## src/hdl/rdq_ram.sv

```systemverilog
// Generic single-write, single-read RAM with registered read data.
// No dependencies.
module rdq_ram #(
  parameter int  WIDTH = 8,
  parameter int  DEPTH = 256,
  localparam int AW    = $clog2(DEPTH)
) (
  input  logic             clk_i,
  input  logic             we_i,
  input  logic [AW-1:0]    waddr_i,
  input  logic [WIDTH-1:0] wdata_i,
  input  logic             re_i,
  input  logic [AW-1:0]    raddr_i,
  output logic [WIDTH-1:0] rdata_o
);

  logic [WIDTH-1:0] mem_q [DEPTH];

  // Read returns the old word on a same-address write
  always_ff @(posedge clk_i) begin
    if (we_i) begin
      mem_q[waddr_i] <= wdata_i;
    end
    if (re_i) begin
      rdata_o <= mem_q[raddr_i];
    end
  end

endmodule

```

## config.mk

```make
export PLATFORM = sky130hd
export DESIGN_NAME = rdq_ram
export DESIGN_NICKNAME = d
export VERILOG_FILES = /design/src/hdl/rdq_ram.sv
export SDC_FILE = /design/constraint.sdc
export NUM_CORES = 2
export LEC_CHECK = 0
export ABC_AREA = 0
export BUFFER_PORTS_ARGS = -buffer_cell sky130_fd_sc_hd__clkbuf_2
export CORE_UTILIZATION = 30
export CTS_CLUSTER_SIZE = 16
export DETAILED_ROUTE_END_ITERATION = 10
export PLACE_DENSITY = 0.45
export SLEW_MARGIN = 20
export SYNTH_ARGS = -nofsm -noshare
export SYNTH_HDL_FRONTEND = slang
export SYNTH_SLANG_ARGS = --single-unit
```

## constraint.sdc

```tcl
create_clock -name clk_i -period 3.3 [get_ports clk_i]
set_input_delay 0.495 -clock clk_i [delete_from_list [all_inputs] [get_ports clk_i]]
set_output_delay 0.495 -clock clk_i [all_outputs]
set_load 0.05 [all_outputs]
```

==> After elaboration in Yosys (flattened, before gate mapping) <==
Memories as Yosys holds them, arrays and structs flattened. A register that Yosys moved wholly into a read port is not among the register bits.
Cells that the tools add are included.
{ "totals": {"register_bits": 0, "ramBits": 2048, "input_bits": 27, "wordCells": 3, "n_memories": 1} }
{ "memory_table": {"columns": ["memory", "depth", "word_bits", "read_ports", "rd_clocked_by_memory_dff", "wr", "line_no", "rtl"], "rows": [
  ["mem_q", 256, 8, 1, 1, 1, "17", "logic [WIDTH-1:0] mem_q [DEPTH];"]
]} }
{ "classes": {"muxes": 2} }
{ "ops": {"columns": ["cell", "count"], "rows": [
  ["$mux W1", 2]
]} }

==> Logic depth before layout (Yosys ltp) <==
{ "logic_depth": {"ltp_word": 2, "mapped_depth": 11} }

==> Worst setup path after synthesis <==
No wires, ideal clock.
{ "synth_path": {"path_kind": "input port to flip-flop", "start": "input raddr_i[0]", "end": "register rdata_o[2], read port of mem_q, data pin", "arrival_time_ns": 2.302, "path_slack_ns": 0.729, "cell_stages": 9, "cell_sequence": "buf_6 > buf_12 > buf_8 > buf_2 > mux4_2 > a22oi_1 > a21oi_1 > nor4_1 > nor4_2"} }
{ "synth_rtl": {"columns": ["item", "line_no", "rtl"], "rows": [
  ["start: declaration", "13", "input logic [AW-1:0] raddr_i,"],
  ["end: declaration", "14", "output logic [WIDTH-1:0] rdata_o"]
]} }

==> flow_metrics.tcl <==
set metrics [dict create \
    status "finished clean" \
    slew_headroom_pct 34.7 \
    antenna_found_initial 17 \
    dp_hpwl_um 149000 \
    fin_crit_sh_pct 93.9 \
    r2r_start "mem_q[67][4]$_DFFE_PP_" \
    layout_common_cells "edfxtp_1, buf_4, mux4_2" \
    layout.cells.non_filler 8101 \
    cp.required_ns 3.91 \
    holdPathStages 1 \
    worst_slew_pin_slew_ns 0.979 \
    row_count 188 \
    clock-root-buffer "clkbuf_16" \
    gr-total-overflow 0 \
    rsz0062_at_grt "no" \
    numPortBuffers 34 \
    grt_pass1_vias 41600 \
    hold_end "mem_q[194][6]$_DFFE_PP_" \
    synthCells 3733 \
    arrival_ns 3.71 \
    drtIter0Drc 3333 \
    post_synth_num_cell_types 54 \
    ys_seq_area_share_pct 77.5 \
    clk_pin_slew_ns 0.06 \
    finalHoldViolCount 0 \
    die_y_um 517 \
    fin_skew_ns 0.0532 \
    leakage_nw 30.4 \
    fmax_ghz 0.323 \
    dp.cells 7701 \
    grt_pass1_wl_um 320000 \
    ir_drop_uv 537 \
    pin_count 35 \
    synth_fp_nets 3760 \
    post-route-min-period_ns 3.10 \
    drv_slew 0 \
    cts_resized 0 \
    cts_tree "built" \
    setup_viol 0 \
    htree_num_levels 4 \
    first_pass_iters 5 \
    fp.coreArea_um2 263000 \
    layout_commonest_cell "edfxtp_1" \
    grt_usage_pct 17.0 \
    worst-r2r-setup-slack_ns 0.26 \
    p_per_area_nw_per_um2 583 \
    ys_warn_count 0 \
    worstSetupEndpointType "flop" \
    die_area_um2 268000 \
    cts_num_sinks 2056 \
    grt_max_degree 105 \
    drc_errors 0 \
    syn2layout_area_growth_pct 20.0 \
    cts_buffers 215 \
    start_util_pct 30.3 \
    cp_max_fo 20 \
    synth_edf_count 2056 \
    gp_congestion 0.797 \
    synth-async-reset-ratio_pct 0 \
    setup_tns_ns 0 \
    start_kind "primary input" \
    synth_area_um2 79600 \
    final_nets 4433 \
    synth_flop_cell "edfxtp_1" \
    ys_ff_latch 2056 \
    final_core_util_pct 36.3 \
    antenna_left 0 \
    synth_area_per_cell_um2 21.3 \
    clock_latency_ns 0.87 \
    cap_violations 0 \
    wl_per_cell_um 28.0 \
    hp-start "wdata_i[6]" \
    critical_path_class "in -> reg" \
    drt_wl_total_um 227000 \
    r2r_cells 6 \
    hp-class "in -> reg" \
    drive_gt1_share_pct 31.9 \
    reg2reg_to "rdata_o[4]$_DFFE_PP_" \
    dr_total_vias 40100 \
    die_w_um 517 \
    cts_buffer_depth 3 \
    vias_per_cell 4.95 \
]
## metal layers
metal  vias up  GRT usage (%)  routed length [um]
li1      17100              -                   -
met1     21600           23.1               98600
met2      1083           27.7              110000
met3       320           3.13               12700
met4         2           5.16                6290
met5         -              0                  10
## metrics by stage
step	setup WS [ns]	total power (W)	instance area, um2	hold WS (ns)
2_1_floorplan	0.729	0.0308	79600	0.594
3_3_place_gp	-1.19	0.0326	88600	0.874
3_5_place_dp	-0.738	0.0326	88600	0.874
4_1_cts	0.222	0.0563	95500	0.0479
5_1_grt	0.104	0.0574	95500	0.0506
6_report	0.201	0.0557	95500	0.0724
## layout make-up
type                            count  area [um2]
Multi-Input combinational cell   1442       16600
Sequential cell                  2056       61700
Fill cell                       24200      168000
Clock buffer                      266        5590
Timing Repair Buffer              689        5980
Antenna cell                        2        5.00
Tap cell                         3515        4400
Clock inverter                    129        1270
Inverter                            2        7.51
## state kept, by name, indices dropped and copies added (netlist names)
name	count
rdata_o	8
mem_q	2048
## cells in the mapped netlist, types with 8 or more instances
cell	number	area share, %
nor4_1	24	0.19
mux4_2	454	13
buf_2	31	0.19
nor2_1	282	1.3
nor3_1	22	0.14
edfxtp_1	2056	78
o221ai_1	46	0.51
buf_6	21	0.30
mux2i_1	134	1.7
a211oi_1	16	0.15
nand4_1	10	0.079
nor2b_1	31	0.24
buf_12	8	0.20
nand2_1	33	0.16
a221oi_1	13	0.14
nand3_1	34	0.21
buf_1	22	0.10
o211ai_1	10	0.094
o22ai_1	28	0.22
clkbuf_1	111	0.52
nand2b_1	8	0.063
a21oi_1	96	0.60
buf_4	27	0.25
a22o_1	8	0.088
o21ai_0	10	0.063
a22oi_1	133	1.3
buf_8	13	0.25
## logic make-up (layout without fill, tap and decap cells)
kind of cell	count (synthesis)	in the layout	share of synthesized area (%)
flip-flops	2056	2056	77.5
multiplexers	591	591	14.6
other	0	2	0
buffers and inverters	235	1086	1.83
AO/OA/AOI/OAI	385	385	3.42
AND/OR/NAND/NOR	466	466	2.63
## worst max-delay path by stage
stage | to | startpoint | cells past startpoint | slack (ns)
6_report | rdata_o[0]$_DFFE_PP_ | raddr_i[0] | 12 | 0.20
5_1_grt | rdata_o[0]$_DFFE_PP_ | raddr_i[0] | 12 | 0.10
4_1_cts | rdata_o[1]$_DFFE_PP_ | raddr_i[0] | 9 | 0.22
3_5_place_dp | rdata_o[1]$_DFFE_PP_ | raddr_i[0] | 9 | -0.74
3_3_place_gp | rdata_o[1]$_DFFE_PP_ | raddr_i[0] | 8 | -1.19
2_1_floorplan | rdata_o[2]$_DFFE_PP_ | raddr_i[0] | 9 | 0.73
## what timing repair did
item,in CTS,in global routing
endpoints found under the hold margin,75,0
hold buffers,3,0
buffers inserted,0,0
## power breakdown
| group | internal, W | switching [W] |
|---|---|---|
| Clock | 0.0134 | 0.0102 |
| Combinational | 0.00119 | 0.00194 |
| Sequential | 0.0288 | 0.0000411 |
| Total | 0.0434 | 0.0122 |
## critical path, cell delays in order
cell	delay, ns
buf_8	0.20
buf_4	0.27
buf_12	0.21
buf_12	0.22
mux2i_1	0.27
o22ai_1	0.12
buf_4	0.15
o21ai_0	0.28
nand3_1	0.28
nor4_1	0.82
buf_4	0.28
nor4_2	0.04
Power figures use the tool's default switching activity.
